### src/design/websocket_frame_decoder_unit_macros.svh
// ----------------------------------------------------------------------------
// WebSocket frame decoder assertion macros
// Shared concurrent assertion forms used by the decoder's checks.
// ----------------------------------------------------------------------------
`ifndef WEBSOCKET_FRAME_DECODER_UNIT_MACROS_SVH
`define WEBSOCKET_FRAME_DECODER_UNIT_MACROS_SVH

// The consequent must hold in the same cycle as the antecedent.
`define WSFD_ASSERT_SAME(label, clk, rst_n, ante, cons, msg) \
    label: assert property (@(posedge clk) disable iff (!(rst_n)) \
        (ante) |-> (cons)) else $error(msg);

// The consequent must hold in the cycle after the antecedent.
`define WSFD_ASSERT_NEXT(label, clk, rst_n, ante, cons, msg) \
    label: assert property (@(posedge clk) disable iff (!(rst_n)) \
        (ante) |=> (cons)) else $error(msg);

`endif

### src/design/wsfd_pkg.sv
// ----------------------------------------------------------------------------
// WebSocket frame decoder package
// Shared widths, codes and the result record of the frame decoder.
// ----------------------------------------------------------------------------
`default_nettype none

package wsfd_pkg;

    localparam int unsigned ByteW = 8;
    localparam int unsigned LenW  = 63;
    localparam int unsigned KindW = 3;
    localparam int unsigned CodeW = 16;

    // Frame kinds reported on the result channel.
    localparam logic [KindW-1:0] KIND_CONT  = 3'd0;
    localparam logic [KindW-1:0] KIND_TEXT  = 3'd1;
    localparam logic [KindW-1:0] KIND_BIN   = 3'd2;
    localparam logic [KindW-1:0] KIND_CLOSE = 3'd3;
    localparam logic [KindW-1:0] KIND_PING  = 3'd4;
    localparam logic [KindW-1:0] KIND_PONG  = 3'd5;
    localparam logic [KindW-1:0] KIND_OTHER = 3'd6;

    // Result kinds.
    localparam logic RES_HEADER  = 1'b0;
    localparam logic RES_PAYLOAD = 1'b1;

    // Opcodes of the first header byte.
    localparam logic [3:0] OP_CONT  = 4'h0;
    localparam logic [3:0] OP_TEXT  = 4'h1;
    localparam logic [3:0] OP_BIN   = 4'h2;
    localparam logic [3:0] OP_CLOSE = 4'h8;
    localparam logic [3:0] OP_PING  = 4'h9;
    localparam logic [3:0] OP_PONG  = 4'hA;

    // Seven-bit length codes: the largest short length and the code that announces a 16-bit extended length.
    localparam logic [6:0] LEN_MAX_SHORT = 7'd125;
    localparam logic [6:0] LEN_EXT16     = 7'd126;

    typedef struct packed {
        logic             result_kind;
        logic             final_flag;
        logic [KindW-1:0] frame_kind;
        logic             masked_flag;
        logic [LenW-1:0]  payload_length;
        logic [ByteW-1:0] payload_byte;
        logic [CodeW-1:0] close_code;
        logic             close_code_valid;
        logic             last_of_frame;
    } t_result;

    function automatic logic [KindW-1:0] map_opcode(input logic [3:0] op);
        logic [KindW-1:0] k;
        case (op)
            OP_CONT:  k = KIND_CONT;
            OP_TEXT:  k = KIND_TEXT;
            OP_BIN:   k = KIND_BIN;
            OP_CLOSE: k = KIND_CLOSE;
            OP_PING:  k = KIND_PING;
            OP_PONG:  k = KIND_PONG;
            default:  k = KIND_OTHER;
        endcase
        return k;
    endfunction

endpackage

`default_nettype wire

### src/design/wsfd_if.sv
// ----------------------------------------------------------------------------
// WebSocket frame decoder channels
// Valid/ready channels for raw stream bytes and for decoded results.
// ----------------------------------------------------------------------------
`default_nettype none

interface wsfd_in_if import wsfd_pkg::*; ();
    logic             valid;
    logic             ready;
    logic [ByteW-1:0] stream_byte;

    modport source (output valid, output stream_byte, input ready);
    modport sink   (input valid, input stream_byte, output ready);
endinterface

interface wsfd_out_if import wsfd_pkg::*; ();
    logic             valid;
    logic             ready;
    logic             result_kind;
    logic             final_flag;
    logic [KindW-1:0] frame_kind;
    logic             masked_flag;
    logic [LenW-1:0]  payload_length;
    logic [ByteW-1:0] payload_byte;
    logic [CodeW-1:0] close_code;
    logic             close_code_valid;
    logic             last_of_frame;

    modport source (output valid, output result_kind, output final_flag,
                    output frame_kind, output masked_flag, output payload_length,
                    output payload_byte, output close_code, output close_code_valid,
                    output last_of_frame, input ready);
    modport sink   (input valid, input result_kind, input final_flag,
                    input frame_kind, input masked_flag, input payload_length,
                    input payload_byte, input close_code, input close_code_valid,
                    input last_of_frame, output ready);
endinterface

`default_nettype wire

### src/design/websocket_frame_decoder_unit.sv
// ----------------------------------------------------------------------------
// WebSocket frame decoder unit
// Parses an RFC 6455 frame stream byte by byte and unmasks the payload.
// ----------------------------------------------------------------------------
// The decoder takes one raw stream byte per word on i_in and returns, on
// o_out, one header word per frame once its header is complete (opcode,
// FIN, mask bit and payload length) followed by one word per payload byte,
// already XOR-unmasked with the frame's key. The last word of each frame has
// last_of_frame set; for a close frame with at least two payload bytes that
// word also carries the big-endian close code. Header bytes before the last
// one produce no word. Throughput is one stream byte per clock when the input
// does not stall: a byte sits in the input register while the parser state
// and the unmasking logic work on it, and its word is then registered in the
// result register. The result register lets a new byte enter while a finished
// word still waits for o_out.ready; the input only stalls when the result
// register is full, not being taken, and the held byte would produce another
// word. The top bit of a 64-bit extended length is dropped, and the parser
// never resynchronizes: the byte after a frame's last payload byte always
// opens the next frame.
// ----------------------------------------------------------------------------
`default_nettype none

`include "websocket_frame_decoder_unit_macros.svh"

module websocket_frame_decoder_unit
    import wsfd_pkg::*;
(
    input  wire         i_clk,
    input  wire         i_rst_n,
    wsfd_in_if.sink     i_in,
    wsfd_out_if.source  o_out
);

    // Parse phases of the header and payload.
    typedef enum logic [2:0] {
        PH_FIRST,
        PH_SECOND,
        PH_EXT16,
        PH_EXT64,
        PH_KEY,
        PH_PAYLOAD
    } t_phase;

    // Input register.
    logic             r_in_valid;
    logic [ByteW-1:0] r_in_byte;

    // Parser state.
    t_phase           r_phase;
    logic [2:0]       r_cnt;
    logic             r_final;
    logic [KindW-1:0] r_kind;
    logic             r_masked;
    logic [LenW-1:0]  r_len;
    logic [31:0]      r_key;
    logic [LenW-1:0]  r_rem;
    logic [1:0]       r_kpos;
    logic [1:0]       r_idx;      // payload index, saturating at two
    logic [CodeW-1:0] r_hold;

    // Result register.
    logic             r_out_valid;
    t_result          r_res;

    // Next-state values.
    t_phase           n_phase;
    logic [2:0]       n_cnt;
    logic             n_final;
    logic [KindW-1:0] n_kind;
    logic             n_masked;
    logic [LenW-1:0]  n_len;
    logic [31:0]      n_key;
    logic [LenW-1:0]  n_rem;
    logic [1:0]       n_kpos;
    logic [1:0]       n_idx;
    logic [CodeW-1:0] n_hold;
    t_result          n_res;

    logic             w_emit;
    logic             w_len_done;
    logic             w_hdr;
    logic             w_last;
    logic [ByteW-1:0] w_kb;
    logic [ByteW-1:0] w_v;
    logic             w_advance;

    always_comb begin
        n_phase    = r_phase;
        n_cnt      = r_cnt;
        n_final    = r_final;
        n_kind     = r_kind;
        n_masked   = r_masked;
        n_len      = r_len;
        n_key      = r_key;
        n_rem      = r_rem;
        n_kpos     = r_kpos;
        n_idx      = r_idx;
        n_hold     = r_hold;
        w_emit     = 1'b0;
        w_len_done = 1'b0;
        w_hdr      = 1'b0;
        w_last     = 1'b0;
        n_res      = '0;

        // Key byte for the current payload position; zero when unmasked.
        case (r_kpos)
            2'd0:    w_kb = r_key[31:24];
            2'd1:    w_kb = r_key[23:16];
            2'd2:    w_kb = r_key[15:8];
            default: w_kb = r_key[7:0];
        endcase
        if (!r_masked) begin
            w_kb = '0;
        end
        w_v = r_in_byte ^ w_kb;

        unique case (r_phase)
            PH_FIRST: begin
                n_final = r_in_byte[7];
                n_kind  = map_opcode(r_in_byte[3:0]);
                n_phase = PH_SECOND;
            end
            PH_SECOND: begin
                n_masked = r_in_byte[7];
                n_cnt    = '0;
                if (r_in_byte[6:0] <= LEN_MAX_SHORT) begin
                    n_len      = LenW'(r_in_byte[6:0]);
                    w_len_done = 1'b1;
                end else begin
                    n_len   = '0;
                    n_phase = (r_in_byte[6:0] == LEN_EXT16) ? PH_EXT16 : PH_EXT64;
                end
            end
            PH_EXT16, PH_EXT64: begin
                // Shifting within 63 bits drops the top bit of a 64-bit length.
                n_len = {r_len[LenW-1-ByteW:0], r_in_byte};
                if ((r_phase == PH_EXT16 && r_cnt >= 3'd1) || r_cnt >= 3'd7) begin
                    w_len_done = 1'b1;
                end else begin
                    n_cnt = r_cnt + 3'd1;
                end
            end
            PH_KEY: begin
                n_key = {r_key[23:0], r_in_byte};
                if (r_cnt >= 3'd3) begin
                    n_cnt = '0;
                    w_hdr = 1'b1;
                end else begin
                    n_cnt = r_cnt + 3'd1;
                end
            end
            PH_PAYLOAD: begin
                w_last = (r_rem == LenW'(1));
                n_rem  = r_rem - LenW'(1);
                n_kpos = r_kpos + 2'd1;
                n_idx  = (r_idx == 2'd2) ? 2'd2 : r_idx + 2'd1;
                if (r_idx == 2'd0) begin
                    n_hold = {w_v, 8'h00};
                end else if (r_idx == 2'd1) begin
                    n_hold = {r_hold[15:8], w_v};
                end
                if (w_last) begin
                    n_phase = PH_FIRST;
                end
                w_emit                 = 1'b1;
                n_res.result_kind      = RES_PAYLOAD;
                n_res.final_flag       = r_final;
                n_res.frame_kind       = r_kind;
                n_res.masked_flag      = r_masked;
                n_res.payload_length   = r_len;
                n_res.payload_byte     = w_v;
                n_res.last_of_frame    = w_last;
                // The close code is complete once the second byte is seen,
                // so a frame of length two or more can report it on its last byte.
                if (w_last && r_kind == KIND_CLOSE && r_idx != 2'd0) begin
                    n_res.close_code_valid = 1'b1;
                    n_res.close_code       = n_hold;
                end
            end
            default: begin
                n_phase = PH_FIRST;
            end
        endcase

        if (w_len_done) begin
            n_rem  = n_len;
            n_kpos = '0;
            n_idx  = '0;
            n_hold = '0;
            n_cnt  = '0;
            if (n_masked) begin
                n_key   = '0;
                n_phase = PH_KEY;
            end else begin
                w_hdr = 1'b1;
            end
        end

        if (w_hdr) begin
            n_phase              = (n_len == '0) ? PH_FIRST : PH_PAYLOAD;
            w_emit               = 1'b1;
            n_res.result_kind    = RES_HEADER;
            n_res.final_flag     = n_final;
            n_res.frame_kind     = n_kind;
            n_res.masked_flag    = n_masked;
            n_res.payload_length = n_len;
            n_res.last_of_frame  = (n_len == '0);
        end
    end

    // The held byte moves on unless its word would overwrite a waiting one.
    assign w_advance  = r_in_valid && (!w_emit || !r_out_valid || o_out.ready);
    assign i_in.ready = !r_in_valid || w_advance;

    always_ff @(posedge i_clk) begin
        if (!i_rst_n) begin
            r_in_valid  <= 1'b0;
            r_out_valid <= 1'b0;
            r_phase     <= PH_FIRST;
            r_cnt       <= '0;
            r_final     <= 1'b0;
            r_kind      <= KIND_CONT;
            r_masked    <= 1'b0;
            r_len       <= '0;
            r_key       <= '0;
            r_rem       <= '0;
            r_kpos      <= '0;
            r_idx       <= '0;
            r_hold      <= '0;
        end else begin
            if (i_in.valid && i_in.ready) begin
                r_in_valid <= 1'b1;
                r_in_byte  <= i_in.stream_byte;
            end else if (w_advance) begin
                r_in_valid <= 1'b0;
            end

            if (w_advance) begin
                r_phase  <= n_phase;
                r_cnt    <= n_cnt;
                r_final  <= n_final;
                r_kind   <= n_kind;
                r_masked <= n_masked;
                r_len    <= n_len;
                r_key    <= n_key;
                r_rem    <= n_rem;
                r_kpos   <= n_kpos;
                r_idx    <= n_idx;
                r_hold   <= n_hold;
            end

            if (w_advance && w_emit) begin
                r_out_valid <= 1'b1;
                r_res       <= n_res;
            end else if (o_out.ready) begin
                r_out_valid <= 1'b0;
            end
        end
    end

    assign o_out.valid            = r_out_valid;
    assign o_out.result_kind      = r_res.result_kind;
    assign o_out.final_flag       = r_res.final_flag;
    assign o_out.frame_kind       = r_res.frame_kind;
    assign o_out.masked_flag      = r_res.masked_flag;
    assign o_out.payload_length   = r_res.payload_length;
    assign o_out.payload_byte     = r_res.payload_byte;
    assign o_out.close_code       = r_res.close_code;
    assign o_out.close_code_valid = r_res.close_code_valid;
    assign o_out.last_of_frame    = r_res.last_of_frame;

    // A close code is only reported on the final payload word of a close frame.
    `WSFD_ASSERT_SAME(a_close_code_last, i_clk, i_rst_n,
        r_out_valid && r_res.close_code_valid,
        r_res.last_of_frame && r_res.result_kind == RES_PAYLOAD
            && r_res.frame_kind == KIND_CLOSE,
        "close code reported outside the last word of a close frame")

    // While payload is being passed, at least one byte is still owed.
    `WSFD_ASSERT_SAME(a_payload_rem, i_clk, i_rst_n,
        r_phase == PH_PAYLOAD, r_rem != '0,
        "payload phase with no bytes remaining")

    // A header that ends its frame announces an empty payload.
    `WSFD_ASSERT_SAME(a_empty_header, i_clk, i_rst_n,
        r_out_valid && r_res.result_kind == RES_HEADER && r_res.last_of_frame,
        r_res.payload_length == '0,
        "frame closed at its header with a nonzero length")

    // A waiting word that is not taken is still there in the next cycle.
    `WSFD_ASSERT_NEXT(a_out_held, i_clk, i_rst_n,
        r_out_valid && !o_out.ready, r_out_valid && $stable(r_res),
        "waiting result word was lost or changed")

endmodule

`default_nettype wire

### src/flat_wrapper.sv
// flat-port wrapper written by rule: the top's interface ports become plain ports
module websocket_frame_decoder_unit_flat import wsfd_pkg::*;
  (i_clk, i_rst_n, i_in_valid, i_in_stream_byte, i_in_ready, o_out_valid, o_out_result_kind, o_out_final_flag, o_out_frame_kind, o_out_masked_flag, o_out_payload_length, o_out_payload_byte, o_out_close_code, o_out_close_code_valid, o_out_last_of_frame, o_out_ready);
  wsfd_in_if i_in_i ();
  wsfd_out_if o_out_i ();
  input  wire i_clk;
  input  wire i_rst_n;
  input wire logic [$bits(i_in_i.valid)-1:0] i_in_valid;
  input wire logic [$bits(i_in_i.stream_byte)-1:0] i_in_stream_byte;
  output wire logic [$bits(i_in_i.ready)-1:0] i_in_ready;
  output wire logic [$bits(o_out_i.valid)-1:0] o_out_valid;
  output wire logic [$bits(o_out_i.result_kind)-1:0] o_out_result_kind;
  output wire logic [$bits(o_out_i.final_flag)-1:0] o_out_final_flag;
  output wire logic [$bits(o_out_i.frame_kind)-1:0] o_out_frame_kind;
  output wire logic [$bits(o_out_i.masked_flag)-1:0] o_out_masked_flag;
  output wire logic [$bits(o_out_i.payload_length)-1:0] o_out_payload_length;
  output wire logic [$bits(o_out_i.payload_byte)-1:0] o_out_payload_byte;
  output wire logic [$bits(o_out_i.close_code)-1:0] o_out_close_code;
  output wire logic [$bits(o_out_i.close_code_valid)-1:0] o_out_close_code_valid;
  output wire logic [$bits(o_out_i.last_of_frame)-1:0] o_out_last_of_frame;
  input wire logic [$bits(o_out_i.ready)-1:0] o_out_ready;
  assign i_in_i.valid = i_in_valid;
  assign i_in_i.stream_byte = i_in_stream_byte;
  assign i_in_ready = i_in_i.ready;
  assign o_out_valid = o_out_i.valid;
  assign o_out_result_kind = o_out_i.result_kind;
  assign o_out_final_flag = o_out_i.final_flag;
  assign o_out_frame_kind = o_out_i.frame_kind;
  assign o_out_masked_flag = o_out_i.masked_flag;
  assign o_out_payload_length = o_out_i.payload_length;
  assign o_out_payload_byte = o_out_i.payload_byte;
  assign o_out_close_code = o_out_i.close_code;
  assign o_out_close_code_valid = o_out_i.close_code_valid;
  assign o_out_last_of_frame = o_out_i.last_of_frame;
  assign o_out_i.ready = o_out_ready;
  websocket_frame_decoder_unit u_core (.i_clk(i_clk), .i_rst_n(i_rst_n), .i_in(i_in_i), .o_out(o_out_i));
endmodule
### config.mk
export PLATFORM = sky130hd
export DESIGN_NAME = websocket_frame_decoder_unit_flat
export DESIGN_NICKNAME = d
export VERILOG_FILES = /design/src/design/wsfd_pkg.sv /design/src/design/wsfd_if.sv /design/src/design/websocket_frame_decoder_unit.sv /design/src/flat_wrapper.sv
export VERILOG_INCLUDE_DIRS = /design/src /design/src/design
export SDC_FILE = /design/constraint.sdc
export NUM_CORES = 1
export LEC_CHECK = 0
export BUFFER_PORTS_ARGS = -buffer_cell sky130_fd_sc_hd__buf_2
export CORE_MARGIN = 2
export CORE_UTILIZATION = 30
export DETAILED_ROUTE_END_ITERATION = 8
export PLACE_DENSITY = 0.44
export SLEW_MARGIN = 25
export SYNTH_ARGS = -nofsm -noshare
export SYNTH_HDL_FRONTEND = slang
export SYNTH_SLANG_ARGS = --single-unit
### constraint.sdc
create_clock -name i_clk -period 6.8 [get_ports i_clk]
set_input_delay 0.68 -clock i_clk [delete_from_list [all_inputs] [get_ports i_clk]]
set_output_delay 0.68 -clock i_clk [all_outputs]
set_load 0.02 [all_outputs]
* Yosys cells after proc, flatten, opt, wreduce, memory -nomap -nowiden
Index checks and enable logic that the tools add are counted.
** Operators by class
- Add/subtract/negate cells :: 4
- Multipliers :: 0
- Divide/modulo/power cells :: 0
- Order comparisons :: 4
- Eq/ne operators :: 18
- Shift operators :: 0
- Muxes and demuxes :: 51
- Bitwise gates (word level) :: 1
- Reduce and logical (&&, ||, !) cells :: 30
** Operator list (number)
- $mux 63 :: 2
- $pmux 63 s2 :: 1
- $mux 32 :: 3
- $mux 95 :: 1
- $mux 68 :: 1
- $eq 63x1->1 const B :: 1
- $logic_not 63->1 :: 1
- $sub 63x1->63 const B :: 1
- $mux 16 :: 3
- $mux 3 :: 10
- $pmux 8 s3 :: 1
- $pmux 3 s6 :: 1
- $mux 17 :: 1
- $mux 1 :: 16
- $mux 8 :: 2
- $eq 4x4->1 const B :: 3
- $pmux 3 s4 :: 1
- $mux 2 :: 5
- $eq 3x2->1 const B :: 3
- $pmux 3 s3 :: 1
- $reduce_and 2->1 :: 4
- $reduce_bool 2->1 :: 4
- $xor 8x8->8 :: 1
- $eq 7x7->1 const B :: 1
- other kinds (25) :: 40
** Word-level totals
- Register bits after elaboration :: 294
- Latch bits :: 0
- Bits in writable memories :: 0
- ROM bits :: 0
- Word-level logic and storage cells :: 131
- Memories kept :: 0

* Depth between registers and ports, before layout
Gate-level depths: netlist of the first run.
- Depth after elaboration :: 14
- Depth in mapped cells :: 12

* Worst setup path after synthesis of the first run
No wires, ideal clock.
- Kind :: register to register
- Start :: register u_core.r_cnt[0]
- End :: register u_core.r_res (netlist bit u_core.o_out.close_code[0]), enable pin
- Setup time :: 0.550 ns
- Data arrival time :: 5.870 ns
- Path slack :: 0.381 ns
- Stages on the path, launching flop included :: 10
- Period minus slack after synthesis :: 6.419 ns
- Cells stage by stage :: dfxtp_1 ha_1 ha_1 a211oi_1 or3_1 and3_1 a21o_1 clkbuf_1 nand2_1 nor2_1
** Between the ends
- Word-level cells in the longest chain between the ends :: 13
- Elaborated cells on any way between the ends :: 18
** Ends and longest elaborated chain
- start, declared :: line websocket_frame_decoder_unit.sv:50 : logic [2:0] r_cnt;
- start signal, assigned :: line websocket_frame_decoder_unit.sv:240 : r_cnt <= n_cnt;
- $ge 3x1->1 :: line websocket_frame_decoder_unit.sv:137 : if ((r_phase == PH_EXT16 && r_cnt >= 3'd1) || r_cnt >= 3'd7) begin
- $logic_and 1x1->1 :: line websocket_frame_decoder_unit.sv:137
- $logic_or 1x1->1 :: line websocket_frame_decoder_unit.sv:137
- $mux 1 :: line websocket_frame_decoder_unit.sv:137
- $pmux 1 s2 :: line websocket_frame_decoder_unit.sv:117 : unique case (r_phase)
- $mux 1 * :: line websocket_frame_decoder_unit.sv:185 : if (w_len_done) begin
- $mux 1 * :: line websocket_frame_decoder_unit.sv:199 : if (w_hdr) begin
- $logic_not 1->1 :: line websocket_frame_decoder_unit.sv:212 : assign w_advance = r_in_valid && (!w_emit || !r_out_valid || o_out.ready);
- $logic_or 1x1->1 (2 in series) :: line websocket_frame_decoder_unit.sv:212
- $logic_and 1x1->1 :: line websocket_frame_decoder_unit.sv:212
- $logic_and 1x1->1 * :: line websocket_frame_decoder_unit.sv:252 : if (w_advance && w_emit) begin
- $reduce_and 2->1 (no source line) *
- end signal, assigned :: line websocket_frame_decoder_unit.sv:254 : r_res <= n_res;
- end, declared :: line websocket_frame_decoder_unit.sv:63 : t_result r_res;
Every way passes the cells marked *; elsewhere a longest branch is shown, timed or not.
A chain may end at the register's enable or synchronous reset.

* Worst setup path in the final report of the first run
- Start :: register u_core.r_rem[35]
- End :: register u_core.r_res (netlist bit u_core.o_out.close_code[3]) (data pin)
** Between the ends
- Word-level cells in the longest chain between the ends :: 4
** Ends and longest elaborated chain
- start, declared :: line websocket_frame_decoder_unit.sv:56 : logic [LenW-1:0] r_rem;
- start signal, assigned :: line websocket_frame_decoder_unit.sv:246 : r_rem <= n_rem;
- $eq 63x1->1 :: line websocket_frame_decoder_unit.sv:153 : w_last = (r_rem == LenW'(1));
- $logic_and 1x1->1 (2 in series) :: line websocket_frame_decoder_unit.sv:175 : if (w_last && r_kind == KIND_CLOSE && r_idx != 2'd0) begin
- $reduce_and 2->1 (no source line)
Every way passes these cells.

==> results.toml, run 1 <==
[timing]
drv_slew = 0
period_share = 0.605
tns_ns = 0
maxSlewHeadroom = 0.278
fin_skew_ns = 0.0180
final-hold-violation-count = 0
min_period_ns = 4.11
setup_violations = 0
rsz0062_at_grt = "false"
max_freq_mhz = 243
tightest_slew_ns = 1.08

[final_layout]
stdcell_count = 2158
fillerInstances = 4652
nNetsFinal = 1556
multi_input_area_um2 = 6500
drive_above_1_share = 0.137
area_growth_pct = 16.1
register_area_um2 = 6920
fin_util = 0.355
design_area_um2 = 16200
diodes = 0

[status]
outcome = "finished clean"

[run]
maxCapViolCount = 0

[synthesis]
synth_xor_area_frac = 0.00566
synth_cell_type_count = 69
synthSimpleGateAreaFrac = 0.168
synth_compound_area_frac = 0.276
syn_nets = 1523
syn_area_per_cell_um2 = 9.29
synth_top_family_by_area = "compound AO/OA/AOI/OAI gates"
synth.top_cell.area_share = 0.275
ys.flop_type = "dfxtp_1"
synthMostInstantiatedCell = "nand2_1"
synth_cells = 1499
synth_common_cells = "nand2_1 (192), dfxtp_1 (191), o21ai_0 (156), clkbuf_1 (116), nor2_1 (110)"
synthArstFlopShare = 0
yosysWarnings = 0
ys_seq_area_frac = 0.497
synth_edf_count = 103
synth_area_um2 = 13900
synth_area_leaders = "dfxtp_1 (27%), edfxtp_1 (22%), o21ai_0 (5.6%), nand2_1 (5.2%), o211a_1 (3.7%)"
yosys.area.top_type = "dfxtp_1"
ys_ff_latch = 294
synth-adder-area-share = 0.0115
synth.area.mux_share = 0.00144

[critical_path]
crit-reg2reg-capture = "u_core.o_out.close_code[3]"
critPathRequiredTime_ns = 7.14
ff2ff_setup_slack_ns = 2.69
worst_ep_arrival_time_ns = 4.46
path_class = "register to register"
crit_path_end_kind = "register"
reg2reg_from = "u_core.r_rem[35]"
rr_worst_depth = 6
crit_fanout = 17
critPathLaunchType = "register"

[floorplanning]
num_rows = 78
core-area_um2 = 45600
chipHeight_um = 219
die_w_um = 219
io-pin-count = 109
start_util = 0.305
dieArea_um2 = 48100

[drt]
via_per_inst = 5.67
wire_per_inst_um = 22.0
routed_wirelength_mm = 47.4
num_vias = 12200
drc = 0
ant_nets = 0
drt_iter0_markers = 1187
drt_pass1_iterations = 5

[grt]
first_global_vias = 11400
gr-usage-all-layers = 0.195
grt_pass1_wl_mm = 71.9
antenna_found_initial = 0
grt_overflow_total = 0
grt_max_degree = 85

[pwr]
p_total_w = 0.00504
p_leak_nw = 5.98
power_density_nw_per_um2 = 312
vdd_drop_max_mv = 0.174

[clock_tree]
cts_root_buffer = "clkbuf_16"
clock_latency_ns = 0.55
hold_buffers = 0
numCtsBuffers = 35
post-cts-setup-buffers = 0
post_cts_resized = 0
h-tree-depth = 2
clk_path_buf_depth = 3
cts_tree = "built"
path_clk_slew_ns = 0.06
cts.sinks = 294

[placement]
placed_cell_area_um2 = 14900
hpwl_mm = 30.8
portBuffers = 108
placed_cells = 2094
gp_congestion = 0.808

[worst_hold_path]
hp-start = "i_in_stream_byte[6]"
hp-class = "input pin to register"
hold_path_end = "u_core.r_in_byte[6]"
hold_depth = 1
[cell type report]
type	instances	share of cell area
Clock buffer	42	0.0597
Clock inverter	21	0.0168
Inverter	15	0.00348
Multi-Input combinational cell	1060	0.402
Sequential cell	294	0.428
Tap cell	600	0.0464
Timing Repair Buffer	126	0.0435
[registers in the layout, indices dropped and copies added (netlist names)]
signal	flops
u_core.r_kpos	2
u_core.r_key	32
u_core.o_out.close_code_valid	1
u_core.o_out.payload_byte	8
u_core.o_out.last_of_frame	1
u_core.o_out.payload_length	63
u_core.r_in_byte	8
u_core.o_out.result_kind	1
u_core.r_kind	3
u_core.r_rem	63
u_core.r_final	1
u_core.o_out.close_code	16
u_core.r_in_valid	1
u_core.o_out.frame_kind	3
u_core.r_phase	3
u_core.r_idx	2
u_core.o_out.valid	1
u_core.r_masked	1
u_core.o_out.masked_flag	1
u_core.r_hold	16
u_core.r_len	63
u_core.o_out.final_flag	1
u_core.r_cnt	3
[worst max-delay path, stage by stage (launching register included)]
cell and delay, ns:
dfxtp_1 0.34, or3_1 0.39, or4b_4 0.53, or4_4 0.63, nor4_2 0.68, nand4_1 0.84, a211oi_1 0.51
[how the worst max path moves through the flow]
stage	cells after the start	endpoint	startpoint
3_5_place_dp	7	u_core.o_out.payload_length[29]	u_core.r_phase[2]
5_1_grt	6	u_core.o_out.close_code[13]	u_core.r_rem[35]
2_1_floorplan	9	u_core.o_out.close_code[0]	u_core.r_cnt[0]
3_3_place_gp	7	u_core.o_out.payload_length[37]	u_core.r_phase[2]
4_1_cts	7	u_core.o_out.payload_length[29]	u_core.r_phase[2]
6_report	6	u_core.o_out.close_code[3]	u_core.r_rem[35]
[per-layer routing]
| metal | share of wire | vias to the layer above | wire length (µm) | GRT usage |
|---|---|---|---|---|
| met2 | 0.43 | 374 | 20400 | 0.284 |
| li1 | - | 5744 | - | - |
| met1 | 0.49 | 6055 | 23400 | 0.297 |
| met5 | 0 | - | 0 | 0 |
| met3 | 0.054 | 58 | 2550 | 0.0267 |
| met4 | 0.022 | 0 | 1040 | 0.0574 |
[power by group]
part	total [W]	switching (W)	internal, W
combinational	0.000994	0.000674	0.000320
sequential	0.00200	0.000104	0.00190
clock	0.00204	0.000793	0.00125
[kinds of logic (layout without fill, tap and decap cells)]
| group | after synthesis | after routing |
|---|---|---|
| AOI/OAI and AO/OA | 536 | 536 |
| and+or+nand+nor | 500 | 500 |
| DFF | 294 | 294 |
| buffers and inverters | 145 | 204 |
| adders and majority gates | 13 | 13 |
| xor gates and xnor gates | 9 | 9 |
| muxes | 2 | 2 |
[cells in the final DEF (no fill, tap or decap), types with 14 or more instances in the layout]
cell type,netlist,layout
o211a_1,51,50
a21oi_1,32,30
nor4_1,29,29
or4_1,14,14
o22ai_1,31,31
nor3_1,40,40
a21boi_0,49,49
a32o_1,29,29
a22o_1,35,35
a211oi_1,19,19
edfxtp_1,103,103
dfxtp_1,191,191
o21ai_0,156,156
a22oi_1,51,51
clkbuf_16,0,37
nand2_1,192,192
buf_2,1,107
buf_4,0,17
nand3_1,37,37
nand2b_1,17,17
nor2_1,110,109
inv_1,14,14
[metrics by stage]
step	hold slack (ns)	setup WS, ns
floorplan	0.436	0.381
global placement	0.449	2.68
detailed placement	0.455	2.61
CTS	0.279	2.59
global route	0.293	2.41
finish	0.311	2.69
Note: power is estimated with default switching activity, not from simulation.
==> run 2: changes to the inputs <==
==> constraint.sdc (replaced) <==
create_clock -name i_clk -period 3.6 [get_ports i_clk]
set_input_delay 0.36 -clock i_clk [delete_from_list [all_inputs] [get_ports i_clk]]
set_output_delay 0.36 -clock i_clk [all_outputs]
set_load 0.02 [all_outputs]
==> run 2 against run 1 <==
Register-to-register slack got worse by 2.4 ns. Combinational power is 110% higher. First-iteration DRC count decreased by 14%. Routed wire length is 1.3% higher. Power rose by 86%. Worst setup slack got worse by 2.4 ns.
==> results.toml, run 2 (synthesized netlist as in run 1, its figures left out) <==
[critical_path]
cpLargestDelayFamily = "simple AND/OR/NAND/NOR gates"
crit_path_end_kind = "register"
critical_path.cell_chain = "or3_1, or4b_4, or4_4, or4_1, nor2_1, a31oi_1, o221a_2"
worst_ep_arrival_time_ns = 3.75
path_class = "register to register"
slowest_stage = "or4_1"
ff2ff_setup_slack_ns = 0.29
critPathLaunchType = "register"
crit_fanout = 7
critPathRequiredTime_ns = 4.04
crit_buf_inv = 0
critical_path.max_stage_delay_ns = 0.66

[clock_tree]
cts.sinks = 294
cts_root_buffer = "clkbuf_16"
hold_buffers = 8
numCtsBuffers = 36
clock_latency_ns = 0.55
post-cts-setup-buffers = 0
cts_tree = "built"
h-tree-depth = 2
path_clk_slew_ns = 0.06
post_cts_resized = 0
clk_path_buf_depth = 3

[timing]
drv_slew = 0
min_period_ns = 3.31
period_share = 0.920
holdWs_ns = 0.0758
maxSlewHeadroom = 0.313
rsz0062_at_grt = "false"
setup_violations = 0
final-hold-violation-count = 0
fin_skew_ns = 0.0178
tns_ns = 0
max_freq_mhz = 302
timing.final.ws_setup_ns = 0.286
tightest_slew_ns = 1.03

[run]
maxCapViolCount = 0

[drt]
wire_per_inst_um = 21.7
ant_nets = 0
routed_wirelength_mm = 48.0
drc = 0
via_per_inst = 5.62
drt_iter0_markers = 1021
num_vias = 12500
drt_pass1_iterations = 5

[floorplanning]
io-pin-count = 109
start_util = 0.305
chipHeight_um = 219
die_w_um = 219
core-area_um2 = 45600
num_rows = 78
dieArea_um2 = 48100

[pwr]
p_total_w = 0.00939
vdd_drop_max_mv = 0.328
power_density_nw_per_um2 = 568
p_leak_nw = 6.20

[grt]
gr-usage-all-layers = 0.198
grt_pass1_wl_mm = 72.7
first_global_vias = 11600
grt_overflow_total = 0
antenna_found_initial = 0
grt_max_degree = 91

[placement]
gp_congestion = 0.854
hpwl_mm = 32.2
place_worst_setup_slack_ns = 0.295
placed_cell_area_um2 = 15300
portBuffers = 108

[final_layout]
area_growth_pct = 18.8
diodes = 0
final_common_cell = "nand2_1"
nNetsFinal = 1612
final_cell_mix = "nand2_1 (192), dfxtp_1 (191), o21ai_0 (156), nor2_1 (109), buf_2 (107)"
drive_above_1_share = 0.156
fillerInstances = 4642
design_area_um2 = 16500

[worst_hold_path]
hp-class = "input pin to register"

[status]
outcome = "finished clean"
==> run 2: power by group <==
part	internal [W]	switching [W]	leakage [nW]	total (W)
Clock	0.00213	0.00144	0.560	0.00357
Combinational	0.000734	0.00131	3.20	0.00204
Sequential	0.00359	0.000186	2.45	0.00378
==> run 2: through the flow <==
stage	util	instances
2_1_floorplan	-	1499
3_3_place_gp	0.336	2142
4_1_cts	0.363	2214
3_5_place_dp	0.336	2142
6_report	0.363	2214
5_1_grt	0.363	2214
==> run 2: routing by layer <==
layer	track usage	vias up	wire (µm)
met5	0	-	0
met4	0.0689	0	1380
met3	0.0327	82	2740
met2	0.294	374	21000
met1	0.287	6133	22900
li1	-	5864	-
==> run 2: cell type report <==
type / instances / area [µm²] / share of cell area
Sequential cell: 294 / 6920 / 0.418
Clock inverter: 14 / 116 / 0.00704
Inverter: 15 / 56.3 / 0.00341
Multi-Input combinational cell: 1060 / 6510 / 0.394
Tap cell: 600 / 751 / 0.0454
Clock buffer: 50 / 1030 / 0.0621
Timing Repair Buffer: 181 / 1160 / 0.0702
==> run 2: tightest hold or removal path: stages <==
cell and delay, ns:
buf_2 0.11, inv_1 0.04, a21boi_0 0.06
==> run 2: worst paths after layout <==
check,depth (start not counted),to,startpoint
max reg2reg,7,u_core.r_rem[52],u_core.r_rem[35]
min,3,u_core.r_in_valid,i_in_valid
max,7,u_core.r_rem[52],u_core.r_rem[35]
min reg2reg,2,u_core.r_hold[6],u_core.r_hold[6]
==> run 3: changes to the inputs <==
--- a/config.mk
+++ b/config.mk
@@ -8,9 +8,9 @@
 export LEC_CHECK = 0
 export BUFFER_PORTS_ARGS = -buffer_cell sky130_fd_sc_hd__buf_2
 export CORE_MARGIN = 2
-export CORE_UTILIZATION = 30
+export CORE_UTILIZATION = 45
 export DETAILED_ROUTE_END_ITERATION = 8
-export PLACE_DENSITY = 0.44
+export PLACE_DENSITY = 0.62
 export SLEW_MARGIN = 25
 export SYNTH_ARGS = -nofsm -noshare
 export SYNTH_HDL_FRONTEND = slang
==> constraint.sdc (replaced) <==
create_clock -name i_clk -period 3.6 [get_ports i_clk]
set_input_delay 0.36 -clock i_clk [delete_from_list [all_inputs] [get_ports i_clk]]
set_output_delay 0.36 -clock i_clk [all_outputs]
set_load 0.005 [all_outputs]
==> run 3 against run 2 <==
Sequential share of layout area rose by 1.2 points. Sequential power barely moved. Worst setup slack got worse by 0.037 ns. Die area fell by 33%. Clock skew rose by 0.0025 ns. Non-clock buffer count fell by 12. Clock-buffer cell count fell by 14. Critical path type is now register to output pin. Global-route usage rose by 5.3 points. Clock power fell by 7.8%. Via count rose by 0.45%. Highest routed layer unchanged. Sequential cell count did not move. Power fell by 4.0%.
==> results.toml, run 3 (synthesized netlist as in run 1, its figures left out) <==
[status]
outcome = "finished clean"

[final_layout]
final_cell_mix = "nand2_1 (192), dfxtp_1 (191), o21ai_0 (156), nor2_1 (109), buf_2 (107)"
diodes = 0
nNetsFinal = 1595
design_area_um2 = 16100
final_common_cell = "nand2_1"
drive_above_1_share = 0.148
area_growth_pct = 15.5
fin_util = 0.527

[floorplanning]
core-area_um2 = 30500
io-pin-count = 109
num_rows = 64
die_w_um = 180
start_util = 0.456
chipHeight_um = 180
dieArea_um2 = 32400

[pwr]
power_density_nw_per_um2 = 561
p_total_w = 0.00902
vdd_drop_max_mv = 0.398
p_leak_nw = 6.10

[drt]
wire_per_inst_um = 21.2
drt_pass1_iterations = 5
num_vias = 12500
routed_wirelength_mm = 42.1
drt_iter0_markers = 1449
drc = 0
via_per_inst = 6.28
ant_nets = 0

[clock_tree]
cts.sinks = 294
post_cts_resized = 0
cts_tree = "built"
cts_root_buffer = "clkbuf_16"
h-tree-depth = 1
clk_path_buf_depth = 3
numCtsBuffers = 31
path_clk_slew_ns = 0.07
clock_latency_ns = 0.57

[timing]
holdWs_ns = 0.0690
rsz0062_at_grt = "false"
fin_skew_ns = 0.0203
period_share = 0.931
min_period_ns = 3.35
maxSlewHeadroom = 0.283
max_freq_mhz = 298
setup_violations = 0
tns_ns = 0
final-hold-violation-count = 0
tightest_slew_ns = 1.07
drv_slew = 0

[placement]
gp_congestion = 0.889
placed_cell_area_um2 = 15000
portBuffers = 108
hpwl_mm = 28.0

[critical_path]
cp-startpoint = "u_core.r_cnt[1]"
reg2reg_from = "u_core.r_rem[35]"
critPathLaunchType = "register"
ff2ff_setup_slack_ns = 0.26
critPathRequiredTime_ns = 3.24
crit_path_end_kind = "output pin"
path_class = "register to output pin"
crit_fanout = 6
rr_worst_depth = 7
worst_ep_arrival_time_ns = 2.99
setup.worst_path.end = "i_in_ready"
crit-reg2reg-capture = "u_core.r_rem[52]"

[grt]
grt_pass1_wl_mm = 65.6
first_global_vias = 11200
grt_max_degree = 96
gr-usage-all-layers = 0.250
antenna_found_initial = 0
grt_overflow_total = 0

[worst_hold_path]
hp-class = "input pin to register"
hold_depth = 3

[run]
maxCapViolCount = 0
run 3: power breakdown:
group,internal [W],switching (W),total (W),leakage (nW)
clock,0.00195,0.00134,0.00329,0.514
sequential,0.00359,0.000181,0.00377,2.45
combinational,0.000729,0.00123,0.00195,3.13
run 3: final cells by class:
type / instances / area [µm²]
Fill cell: 2787 / 14400
Sequential cell: 294 / 6920
Multi-Input combinational cell: 1060 / 6500
Timing Repair Buffer: 169 / 1070
Clock buffer: 36 / 805
Tap cell: 396 / 495
Clock inverter: 22 / 234
Inverter: 15 / 56.3
run 3: worst min-delay path by stage:
| stage | slack (ns) | start | to |
|---|---|---|---|
| 2_1_floorplan | 0.44 | u_core.r_hold[0] | u_core.r_hold[0] |
| 3_3_place_gp | 0.45 | u_core.r_hold[0] | u_core.r_hold[0] |
| 3_5_place_dp | 0.45 | u_core.r_hold[6] | u_core.r_hold[6] |
| 4_1_cts | 0.05 | i_in_valid | u_core.r_in_valid |
| 5_1_grt | 0.07 | i_in_valid | u_core.r_in_valid |
| 6_report | 0.07 | i_in_valid | u_core.r_in_valid |
run 3: through the flow:
| step | setup WS, ns | cells |
|---|---|---|
| after global placement | 0.361 | 1926 |
| after CTS | 0.226 | 1992 |
| after global routing | 0.0437 | 1992 |
| after detailed placement | 0.300 | 1926 |
| after floorplan | 0.00670 | 1499 |
| final | 0.250 | 1992 |
run 3: per-layer routing:
layer | global-route usage | part of all wire
met5 | 0 | 0
met3 | 0.0379 | 0.084
met4 | 0.0481 | 0.016
met1 | 0.387 | 0.47
met2 | 0.371 | 0.43
run 3: worst max-delay path, cell delays in order, from the launching register on:
cell and delay (ns):
dfxtp_1 0.43, inv_1 0.07, ha_1 0.19, nor3_1 0.17, o211ai_1 0.15, o21ai_0 0.46, a21o_1 0.26, nand2_1 0.13
o211ai_1 0.27, buf_4 0.18, buf_2 0.11
run 3: timing repair:
action,CTS,global route
hold endpoints to repair,8,0
hold buffers,8,0
buffers inserted,0,0
